### config.mk
export PLATFORM = sky130hd
export DESIGN_NAME = command_packet_deframer
export DESIGN_NICKNAME = d
export VERILOG_FILES = /design/src/design/cpd_pkg.sv /design/src/design/cpd_match.sv /design/src/design/cpd_collect.sv /design/src/design/cpd_result.sv /design/src/design/command_packet_deframer.sv
export SDC_FILE = /design/constraint.sdc
export NUM_CORES = 1
export LEC_CHECK = 0
export BUFFER_PORTS_ARGS = -buffer_cell sky130_fd_sc_hd__buf_4
export CELL_PAD_IN_SITES_DETAIL_PLACEMENT = 0
export CELL_PAD_IN_SITES_GLOBAL_PLACEMENT = 1
export CORE_MARGIN = 1
export CORE_UTILIZATION = 49
export DETAILED_ROUTE_END_ITERATION = 10
export MAX_ROUTING_LAYER = met4
export PLACE_DENSITY_LB_ADDON = 0.1
export SYNTH_ARGS = -nofsm -noshare
export SYNTH_HDL_FRONTEND = slang
export SYNTH_HIERARCHICAL = 1
export SYNTH_SLANG_ARGS = --single-unit
export TNS_END_PERCENT = 100
### constraint.sdc
create_clock -name clk -period 31.4 [get_ports clk]
set_input_delay 0 -clock clk [delete_from_list [all_inputs] [get_ports clk]]
set_output_delay 0 -clock clk [all_outputs]
set_load 0.01 [all_outputs]
### src/design/cpd_pkg.sv
// ----------------------------------------------------------------------------
// cpd_pkg
// Shared types, constants and decode helpers of the command packet deframer.
// ----------------------------------------------------------------------------
package cpd_pkg;

	localparam int NUM_KINDS     = 8;
	localparam int PAYLOAD_DEPTH = 21;
	localparam int CODE_W        = 8;
	localparam int CFG_IDX_W     = 4;
	localparam int COUNT_W       = 5;
	localparam int KIND_W        = 3;

	typedef enum logic [KIND_W-1:0] {
		KIND_CONTROL     = 3'd0,
		KIND_ESTOP       = 3'd1,
		KIND_ESTOP_CLEAR = 3'd2,
		KIND_DISCOVER    = 3'd3,
		KIND_CONFIRM     = 3'd4,
		KIND_START_SEQ   = 3'd5,
		KIND_SET_SETTING = 3'd6,
		KIND_GET_SETTING = 3'd7
	} kind_t;

	// bytes after the type byte, entry 0 is the robot id
	typedef logic [PAYLOAD_DEPTH-1:0][7:0] payload_t;

	typedef struct packed {
		logic  hit;
		kind_t kind;
	} match_t;

	typedef struct packed {
		logic  fire;
		kind_t kind;
	} done_t;

	typedef struct packed {
		kind_t       kind;
		logic [7:0]  target_id;
		logic [7:0]  drive_mode;
		logic [15:0] vel_x;
		logic [15:0] vel_y;
		logic [15:0] turn_rate;
		logic [7:0]  step_number;
		logic        approved;
		logic [7:0]  sequence_number;
		logic [31:0] setting_value;
		logic [63:0] key_low;
		logic [63:0] key_high;
	} result_t;

	// packet length including the type byte
	function automatic logic [COUNT_W-1:0] pkt_len(kind_t k);
		logic [COUNT_W-1:0] len;
		case (k)
			KIND_CONTROL:     len = 5'd9;
			KIND_ESTOP:       len = 5'd2;
			KIND_ESTOP_CLEAR: len = 5'd2;
			KIND_DISCOVER:    len = 5'd2;
			KIND_CONFIRM:     len = 5'd4;
			KIND_START_SEQ:   len = 5'd3;
			KIND_SET_SETTING: len = 5'd22;
			KIND_GET_SETTING: len = 5'd18;
			default:          len = 5'd2;
		endcase
		return len;
	endfunction

endpackage

### src/design/cpd_match.sv
// ----------------------------------------------------------------------------
// cpd_match
// Type code registers and the priority match of an idle byte against them.
// ----------------------------------------------------------------------------
module cpd_match import cpd_pkg::*; (
	input  logic                 clk,
	input  logic                 arst_n,
	input  logic                 cfg_we,
	input  logic [CFG_IDX_W-1:0] cfg_index,
	input  logic [CODE_W-1:0]    cfg_data,
	input  logic [7:0]           rx_byte,
	output match_t               match
);

	logic [NUM_KINDS-1:0][CODE_W-1:0] codes_q;

	always_ff @(posedge clk or negedge arst_n) begin
		if (!arst_n) begin
			for (int i = 0; i < NUM_KINDS; i++) begin
				codes_q[i] <= CODE_W'(i + 1);
			end
		end else if (cfg_we && (cfg_index < CFG_IDX_W'(NUM_KINDS))) begin
			codes_q[cfg_index[KIND_W-1:0]] <= cfg_data;
		end
	end

	// walk from the last kind down so the earliest match wins
	always_comb begin
		match.hit  = 1'b0;
		match.kind = KIND_CONTROL;
		for (int k = NUM_KINDS - 1; k >= 0; k--) begin
			if (codes_q[k] == rx_byte) begin
				match.hit  = 1'b1;
				match.kind = kind_t'(KIND_W'(k));
			end
		end
	end

endmodule

### src/design/cpd_collect.sv
// ----------------------------------------------------------------------------
// cpd_collect
// Packet state and payload store; flags the word that completes a packet.
// ----------------------------------------------------------------------------
module cpd_collect import cpd_pkg::*; (
	input  logic     clk,
	input  logic     arst_n,
	input  logic     byte_vld,
	input  logic [7:0] rx_byte,
	input  match_t   match,
	output done_t    done,
	output payload_t pay_view
);

	logic               in_packet_q;
	kind_t              kind_q;
	logic [COUNT_W-1:0] count_q;
	payload_t           pay_q;
	logic               last;
	logic [COUNT_W-1:0] count_inc;

	assign count_inc = count_q + COUNT_W'(1);
	assign last      = count_inc >= pkt_len(kind_q);

	assign done.fire = byte_vld && in_packet_q && last;
	assign done.kind = kind_q;

	// store as it will look with the current word written
	always_comb begin
		pay_view = pay_q;
		for (int i = 0; i < PAYLOAD_DEPTH; i++) begin
			if (in_packet_q && count_q == COUNT_W'(i + 1)) begin
				pay_view[i] = rx_byte;
			end
		end
	end

	always_ff @(posedge clk or negedge arst_n) begin
		if (!arst_n) begin
			in_packet_q <= 1'b0;
			kind_q      <= KIND_CONTROL;
			count_q     <= '0;
		end else if (byte_vld) begin
			if (!in_packet_q) begin
				if (match.hit) begin
					in_packet_q <= 1'b1;
					kind_q      <= match.kind;
					count_q     <= COUNT_W'(1);
				end
			end else if (last) begin
				in_packet_q <= 1'b0;
				kind_q      <= KIND_CONTROL;
				count_q     <= '0;
			end else begin
				count_q <= count_inc;
			end
		end
	end

	always_ff @(posedge clk) begin
		if (byte_vld) begin
			pay_q <= pay_view;
		end
	end

endmodule

### src/design/cpd_result.sv
// ----------------------------------------------------------------------------
// cpd_result
// Field decode of a finished packet and the command output register.
// ----------------------------------------------------------------------------
module cpd_result import cpd_pkg::*; (
	input  logic     clk,
	input  logic     arst_n,
	input  done_t    done,
	input  payload_t pay_view,
	input  logic     cmd_ready,
	output logic     cmd_valid,
	output result_t  res
);

	logic    cmd_valid_q;
	result_t res_q;
	result_t res_d;

	always_comb begin
		res_d           = '0;
		res_d.kind      = done.kind;
		res_d.target_id = pay_view[0];
		case (done.kind)
			KIND_CONTROL: begin
				res_d.drive_mode = pay_view[1];
				res_d.vel_x      = {pay_view[3], pay_view[2]};
				res_d.vel_y      = {pay_view[5], pay_view[4]};
				res_d.turn_rate  = {pay_view[7], pay_view[6]};
			end
			KIND_CONFIRM: begin
				res_d.step_number = pay_view[1];
				res_d.approved    = pay_view[2] != 8'd0;
			end
			KIND_START_SEQ: begin
				res_d.sequence_number = pay_view[1];
			end
			KIND_SET_SETTING: begin
				res_d.setting_value = {pay_view[20], pay_view[19], pay_view[18], pay_view[17]};
				res_d.key_low       = pay_view[8:1];
				res_d.key_high      = pay_view[16:9];
			end
			KIND_GET_SETTING: begin
				res_d.key_low  = pay_view[8:1];
				res_d.key_high = pay_view[16:9];
			end
			default: begin
			end
		endcase
	end

	always_ff @(posedge clk or negedge arst_n) begin
		if (!arst_n) begin
			cmd_valid_q <= 1'b0;
		end else if (done.fire) begin
			cmd_valid_q <= 1'b1;
		end else if (cmd_ready) begin
			cmd_valid_q <= 1'b0;
		end
	end

	always_ff @(posedge clk) begin
		if (done.fire) begin
			res_q <= res_d;
		end
	end

	assign cmd_valid = cmd_valid_q;
	assign res       = res_q;

endmodule

### src/design/command_packet_deframer.sv
// ----------------------------------------------------------------------------
// command_packet_deframer
// Byte stream deframer: finds typed command packets and emits one decoded
// command word per completed packet.
// ----------------------------------------------------------------------------
// the command register is written when its last byte moves out of the input register
// throughput: one byte per cycle while no finished command waits; the input
//   register feeds the packet logic, which writes the command register
// bytes stall only while a finished command waits and the input register is full
// reset: type codes back to 1..8, no packet open, no command pending
module command_packet_deframer import cpd_pkg::*; (
	input  logic                 clk,
	input  logic                 arst_n,
	input  logic                 cfg_we,
	input  logic [CFG_IDX_W-1:0] cfg_index,
	input  logic [CODE_W-1:0]    cfg_data,
	input  logic                 rx_valid,
	output logic                 rx_ready,
	input  logic [7:0]           rx_byte,
	output logic                 cmd_valid,
	input  logic                 cmd_ready,
	output logic [KIND_W-1:0]    kind,
	output logic [7:0]           target_id,
	output logic [7:0]           drive_mode,
	output logic [15:0]          vel_x,
	output logic [15:0]          vel_y,
	output logic [15:0]          turn_rate,
	output logic [7:0]           step_number,
	output logic                 approved,
	output logic [7:0]           sequence_number,
	output logic [31:0]          setting_value,
	output logic [63:0]          key_low,
	output logic [63:0]          key_high
);

	logic       valid_s1;
	logic [7:0] rx_byte_s1;
	logic       advance;
	match_t     match;
	done_t      done;
	payload_t   pay_view;
	result_t    res;

	// a word moves on unless a command is stuck in the output register
	assign advance  = valid_s1 && (!cmd_valid || cmd_ready);
	assign rx_ready = !valid_s1 || advance;

	always_ff @(posedge clk or negedge arst_n) begin
		if (!arst_n) begin
			valid_s1 <= 1'b0;
		end else if (rx_ready) begin
			valid_s1 <= rx_valid;
		end
	end

	always_ff @(posedge clk) begin
		if (rx_ready && rx_valid) begin
			rx_byte_s1 <= rx_byte;
		end
	end

	cpd_match u_match (
		.clk       (clk),
		.arst_n    (arst_n),
		.cfg_we    (cfg_we),
		.cfg_index (cfg_index),
		.cfg_data  (cfg_data),
		.rx_byte   (rx_byte_s1),
		.match     (match)
	);

	cpd_collect u_collect (
		.clk      (clk),
		.arst_n   (arst_n),
		.byte_vld (advance),
		.rx_byte  (rx_byte_s1),
		.match    (match),
		.done     (done),
		.pay_view (pay_view)
	);

	cpd_result u_result (
		.clk       (clk),
		.arst_n    (arst_n),
		.done      (done),
		.pay_view  (pay_view),
		.cmd_ready (cmd_ready),
		.cmd_valid (cmd_valid),
		.res       (res)
	);

	assign kind            = res.kind;
	assign target_id       = res.target_id;
	assign drive_mode      = res.drive_mode;
	assign vel_x           = res.vel_x;
	assign vel_y           = res.vel_y;
	assign turn_rate       = res.turn_rate;
	assign step_number     = res.step_number;
	assign approved        = res.approved;
	assign sequence_number = res.sequence_number;
	assign setting_value   = res.setting_value;
	assign key_low         = res.key_low;
	assign key_high        = res.key_high;

endmodule

==> flow_summary.yaml, run 1 <==
route:
  wl_per_cell_um: 21.7
  ant_nets: 0
  drc: 0
  wl_mm: 46.3
  vias: 11514
  first_pass_iters: 5
  drt_iter0_markers: 807
  via_per_inst: 5.40
logic_synthesis:
  yosysSeqAreaShare_pct: 69.8
  yosys_warnings: 6
  synthCells: 1258
  synth_cell_types: 56
  synth_area_mm2: 0.0208
  syn_nets: 1293
  async_reset_ff_share_pct: 15.2
  avgSynthCellArea_um2: 16.5
  ys.flop_type: "edfxtp_1"
  synth-edff-count: 420
  synth-seq-cells: 495
finish:
  fin_area_mm2: 0.0251
  final-instance-count-excl-fill: 2132
  areaGrowthSynthToFinish_pct: 21.1
  regArea_mm2: 0.0145
  nFillCells: 3233
  n_antenna_cell: 0
  drive_gt1_share_pct: 41.1
  fin_util_pct: 60.1
  nets: 1587
  final_cell_mix: "420 x edfxtp_1, 286 x buf_4, 230 x mux2_2, 129 x and3_1, 107 x and2_1"
  multi_input_area_mm2: 0.00587
  final_common_cell: "edfxtp_1"
timing:
  fmax_ghz: 0.188
  final_max_slew_viol_count: 0
  slew_headroom_pct: 13.7
  setup-violations-final: 0
  rsz0062_at_grt: "false"
  period_share_pct: 17.0
  hold_viol_final: 0
  worst_slew_pin_slew_ns: 1.30
  final.setup_skew_ns: 0.0191
  fin_setup_tns_ns: 0
  min_period_ns: 5.33
clock_tree:
  clockBufferDepth: 3
  ctsResizeCount: 0
  clock_sinks: 495
  ctsHoldBuffers: 25
  clock_latency_ns: 0.59
  cts_post_setup_buffers_inserted: 0
  cts_tree: "yes"
  path_clk_slew_ns: 0.06
  root_buffer: "clkbuf_16"
  htree_levels: 2
  cts_buffers: 52
place:
  gp_congestion: 0.797
  dpl.hpwl_mm: 27.5
  placedCellCount: 2012
  postPlaceCellArea_mm2: 0.0232
  io_buffers: 270
power_and_ir_drop:
  total_power_mw: 1.91
  p_leak_nw: 9.47
  powerDensity_mw_per_mm2: 75.9
  peakVddDrop_mv: 0.0423
critical_path:
  required_ns: 31.61
  crit_chain: "buf_4, xor2_1, nor2_1, ha_1, nor2b_1, o21ai_0, a31oi_2, nor2_4, buf_4, buf_4"
  crit_path_end_kind: "flop"
  crit_slowest_cell: "nor2_4"
  path_class: "flop to flop"
  crit_top_cell: "buf_4"
  worst-path-buf-inv: 3
  r2r_end: "u_result/res[34]"
  worst_r2r_startpoint: "u_collect/kind_q[2]"
  critPathTopFamily: "buffers and inverters"
  cpPeakStageDelay_ns: 0.93
  r2r_slack_ns: 26.07
  crit_cells: 10
  worstPathArrival_ns: 5.53
  worstPathMaxFanout: 138
  worstRegToRegCells: 10
  startpoint_type: "flop"
  crit_path_start: "u_collect/kind_q[2]"
  crit_end: "u_result/res[34]"
die:
  fp.dieW_um: 208
  rows: 75
  fp.dieH_um: 208
  initial_core_util_pct: 49.6
  coreArea_mm2: 0.0419
  die_area_mm2: 0.0432
  io_pins: 271
global_route:
  grt_max_degree: 139
  grt_pass1_vias: 11408
  antenna_found_initial: 0
  grt_use_total_pct: 22.2
  grt_pass1_wl_mm: 70.9
  grt_overflow_total: 0
run_status:
  outcome: "completed"
job:
  maxCapViolations: 0
min_path:
  hold_path_class: "primary input to flop"
cell families (layout without fill, tap and decap cells):
kind of cell,count (synthesis),in the layout,synth area share (%)
AOI/OAI and AO/OA,29,29,1.07
xor gates and xnor gates,67,67,2.86
adders and majority gates,10,10,0.602
buffers and inverters,81,416,2.01
DFF,495,495,69.8
muxes,233,233,12.6
and+or+nand+nor,343,343,11.0
cells in the mapped netlist (2+ instances only):
cell type / instances / area share, %
o21a_1: 3 / 0.11
mux2_2: 230 / 12
a21boi_0: 2 / 0.072
clkbuf_2: 11 / 0.27
inv_1: 9 / 0.16
a32o_1: 4 / 0.19
o22ai_1: 3 / 0.090
nand4_2: 2 / 0.12
edfxtp_1: 420 / 61
nor4_1: 10 / 0.30
and3b_1: 2 / 0.084
nor2_2: 9 / 0.27
and3_1: 129 / 3.9
nand3b_1: 2 / 0.072
nor4_4: 3 / 0.31
nor3_4: 6 / 0.47
ha_1: 10 / 0.60
o221ai_1: 2 / 0.084
dfrtp_1: 62 / 7.5
and2_1: 107 / 3.2
mux2_1: 2 / 0.11
xnor2_1: 25 / 1.1
nand2b_1: 4 / 0.12
a21oi_1: 5 / 0.12
nand2_1: 20 / 0.36
nand4_1: 7 / 0.21
nand3_1: 10 / 0.24
o21ai_0: 2 / 0.048
nand2_2: 4 / 0.12
dfstp_2: 13 / 1.6
buf_2: 11 / 0.27
nor4_2: 2 / 0.12
and2_4: 2 / 0.084
clkbuf_1: 31 / 0.56
a31o_2: 3 / 0.13
xor2_1: 41 / 1.7
nor2_4: 7 / 0.38
buf_6: 6 / 0.33
a21o_1: 2 / 0.072
buf_4: 11 / 0.40
nor2_1: 9 / 0.16
sequential cells by signal (all words and copies together), names as in the netlist:
register / flops
u_result/cmd_valid: 1
rx_byte_s1: 8
u_collect/in_packet_q: 1
u_result/res: 244
u_collect/pay_q: 168
u_collect/kind_q: 3
u_collect/count_q: 5
u_match/codes_q: 64
valid_s1: 1
routing by layer:
metal  track usage (%)  wire [um]  vias up
met1              31.6      21500     5862
met2              33.6      22000      308
met3              3.21       2040       58
met5                 -          0        -
li1                  -          -     5286
met4              5.75        754        0
how the worst min path moves through the flow:
stage                       startpoint                    to  cells past startpoint
after floorplan                 arst_n  u_collect/count_q[0]                      0
after global placement      rx_byte[6]         rx_byte_s1[6]                      1
after detailed placement    rx_byte[6]         rx_byte_s1[6]                      1
after CTS                 cfg_index[0]   u_match/codes_q[10]                      4
after global routing      cfg_index[0]   u_match/codes_q[15]                      4
final                     cfg_index[0]   u_match/codes_q[10]                      4
through the flow:
stage               hold slack [ns]  worst slack, ns
floorplan                    -0.296             6.93
global placement              0.179            26.06
detailed placement            0.180            25.94
CTS                          0.0362            25.92
global route                 0.0630            25.56
finish                       0.0663            26.07
area by class of cell:
class | count | share of cell area (%)
Multi-Input combinational cell | 682 | 23.3
Clock buffer | 61 | 5.48
Sequential cell | 495 | 57.7
Timing Repair Buffer | 311 | 9.53
Clock inverter | 34 | 1.10
Inverter | 10 | 0.149
Tap cell | 539 | 2.68
worst reg2reg max path: cells and delay by family, from the launching register on:
family | cells | cell delay, ns
simple gates | 3 | 1.04
compound gates | 2 | 0.50
flops | 1 | 0.39
fa+ha+maj | 1 | 0.33
buf+inv | 3 | 2.38
xor+xnor | 1 | 0.22
report_power, final:
group / internal, mW / switching [mW]
logic: 0.170 / 0.214
registers: 0.867 / 0.0630
clock network: 0.345 / 0.249
total: 1.38 / 0.526
(Power assumes the default switching activity.)
==> run 2, diff against run 1 <==
--- a/config.mk
+++ b/config.mk
@@ -9,7 +9,7 @@
 export CELL_PAD_IN_SITES_DETAIL_PLACEMENT = 0
 export CELL_PAD_IN_SITES_GLOBAL_PLACEMENT = 1
 export CORE_MARGIN = 1
-export CORE_UTILIZATION = 49
+export CORE_UTILIZATION = 44
 export DETAILED_ROUTE_END_ITERATION = 10
 export MAX_ROUTING_LAYER = met4
 export PLACE_DENSITY_LB_ADDON = 0.1
==> constraint.sdc (replaced) <==
create_clock -name clk -period 4.6 [get_ports clk]
set_input_delay 0 -clock clk [delete_from_list [all_inputs] [get_ports clk]]
set_output_delay 0 -clock clk [all_outputs]
set_load 0.01 [all_outputs]
==> flow_summary.yaml, run 2 (same netlist as run 1, synthesis figures left out) <==
run_status:
  outcome: "completed"
clock_tree:
  clockBufferDepth: 3
  htree_levels: 2
  cts_buffers: 51
  root_buffer: "clkbuf_16"
  path_clk_slew_ns: 0.06
  ctsHoldBuffers: 30
  cts_post_setup_buffers_inserted: 0
  ctsResizeCount: 0
  clock_sinks: 495
  clock_latency_ns: 0.60
  cts_tree: "yes"
power_and_ir_drop:
  peakVddDrop_mv: 0.280
  p_leak_nw: 9.51
  powerDensity_mw_per_mm2: 518
route:
  vias: 11522
  ant_nets: 0
  wl_mm: 48.8
  first_pass_iters: 5
  wl_per_cell_um: 22.1
  drt_iter0_markers: 910
  drc: 0
  via_per_inst: 5.23
critical_path:
  startpoint_type: "flop"
  crit_slowest_cell: "a31oi_2"
  crit_path_end_kind: "flop"
  crit_path_start: "u_collect/count_q[0]"
  worstPathArrival_ns: 3.49
  worstPathMaxFanout: 159
  worst-path-buf-inv: 2
  required_ns: 4.79
  worst_r2r_startpoint: "u_collect/count_q[0]"
  cpPeakStageDelay_ns: 0.50
  crit_top_cell: "ha_1"
  path_class: "flop to flop"
  critPathTopFamily: "adder cells"
  crit_chain: "ha_1, and3_1, ha_1, inv_1, ha_1, a21o_1, a31oi_2, nor2_4, buf_12"
finish:
  largest_reg_flops: 244
  areaGrowthSynthToFinish_pct: 21.9
  final_cell_mix: "420 x edfxtp_1, 283 x buf_4, 230 x mux2_2, 129 x and3_1, 107 x and2_1"
  nFillCells: 3779
  final_common_cell: "edfxtp_1"
  drive_gt1_share_pct: 41.4
  fin_util_pct: 54.4
  nets: 1591
timing:
  worst_slew_pin_slew_ns: 1.17
  min_period_ns: 3.30
  fin_setup_tns_ns: 0
  fin_ws_ns: 1.30
  setup-violations-final: 0
  hold_viol_final: 0
  final.setup_skew_ns: 0.0264
  slew_headroom_pct: 21.9
  final_max_slew_viol_count: 0
  rsz0062_at_grt: "false"
  period_share_pct: 71.8
  fmax_ghz: 0.303
global_route:
  grt_pass1_vias: 11483
  grt_overflow_total: 0
  grt_max_degree: 181
  antenna_found_initial: 0
  grt_use_total_pct: 20.9
  grt_pass1_wl_mm: 72.8
die:
  initial_core_util_pct: 44.6
  coreArea_mm2: 0.0466
  die_area_mm2: 0.0481
  fp.dieH_um: 219
  fp.dieW_um: 219
  rows: 79
  io_pins: 271
place:
  gp_congestion: 0.771
  dpl.hpwl_mm: 30.6
  io_buffers: 270
  post-place-ws_ns: 1.34
min_path:
  hold_path_class: "primary input to flop"
  worstHoldStart: "cfg_index[0]"
job:
  maxCapViolations: 0
==> run 2: power by group <==
part           internal (mW)  total (mW)  switching (mW)
sequential              5.92        6.39           0.466
combinational           1.18        2.65            1.47
clock                   2.32        4.06            1.74
==> run 2: per-layer routing <==
metal / global-route usage [%] / share of wire, % / up-vias
met5: - / 0 / -
li1: - / - / 5292
met2: 31.8 / 48 / 325
met1: 29.4 / 46 / 5848
met4: 5.19 / 1.8 / 0
met3: 3.41 / 4.9 / 57
==> run 2: worst paths after layout <==
| path | end | slack (ns) | cells after the start |
|---|---|---|---|
| setup / recovery | u_result/res[43] | 1.30 | 9 |
| hold / removal | u_match/codes_q[31] | 0.03 | 4 |
| setup reg to reg | u_result/res[43] | 1.30 | 9 |
| hold reg to reg | u_match/codes_q[27] | 0.53 | 1 |
| max in group asynchronous | u_match/codes_q[4] | 3.45 | 4 |
| min in group asynchronous | u_match/codes_q[16] | 0.55 | 3 |
==> run 2: cell type report <==
type                            count  area (um^2)  area share [%]
Sequential cell                   495        14500            57.3
Inverter                           10         37.5           0.148
Clock inverter                     31          284            1.12
Tap cell                          607          759            3.00
Multi-Input combinational cell    682         5870            23.2
Clock buffer                       62         1350            5.32
Antenna cell                        1         2.50         0.00989
Timing Repair Buffer              316         2490            9.86
==> run 2: stage by stage <==
step	hold slack, ns	area [um^2]	std cells	total power [mW]
after floorplan	-0.296	20800	1258	8.13
after global placement	-0.0170	23400	2080	9.10
after detailed placement	-0.00533	23400	2080	9.12
after CTS	0.000438	25300	2203	13.3
after global routing	0.0386	25300	2203	13.7
final	0.0326	25300	2204	13.1
==> run 2: tightest hold or removal path, delay by kind of cell <==
family                 cells  cell delay (ns)
multiplexers               1             0.22
buffers and inverters      1             0.12
AND/OR/NAND/NOR            2             0.24
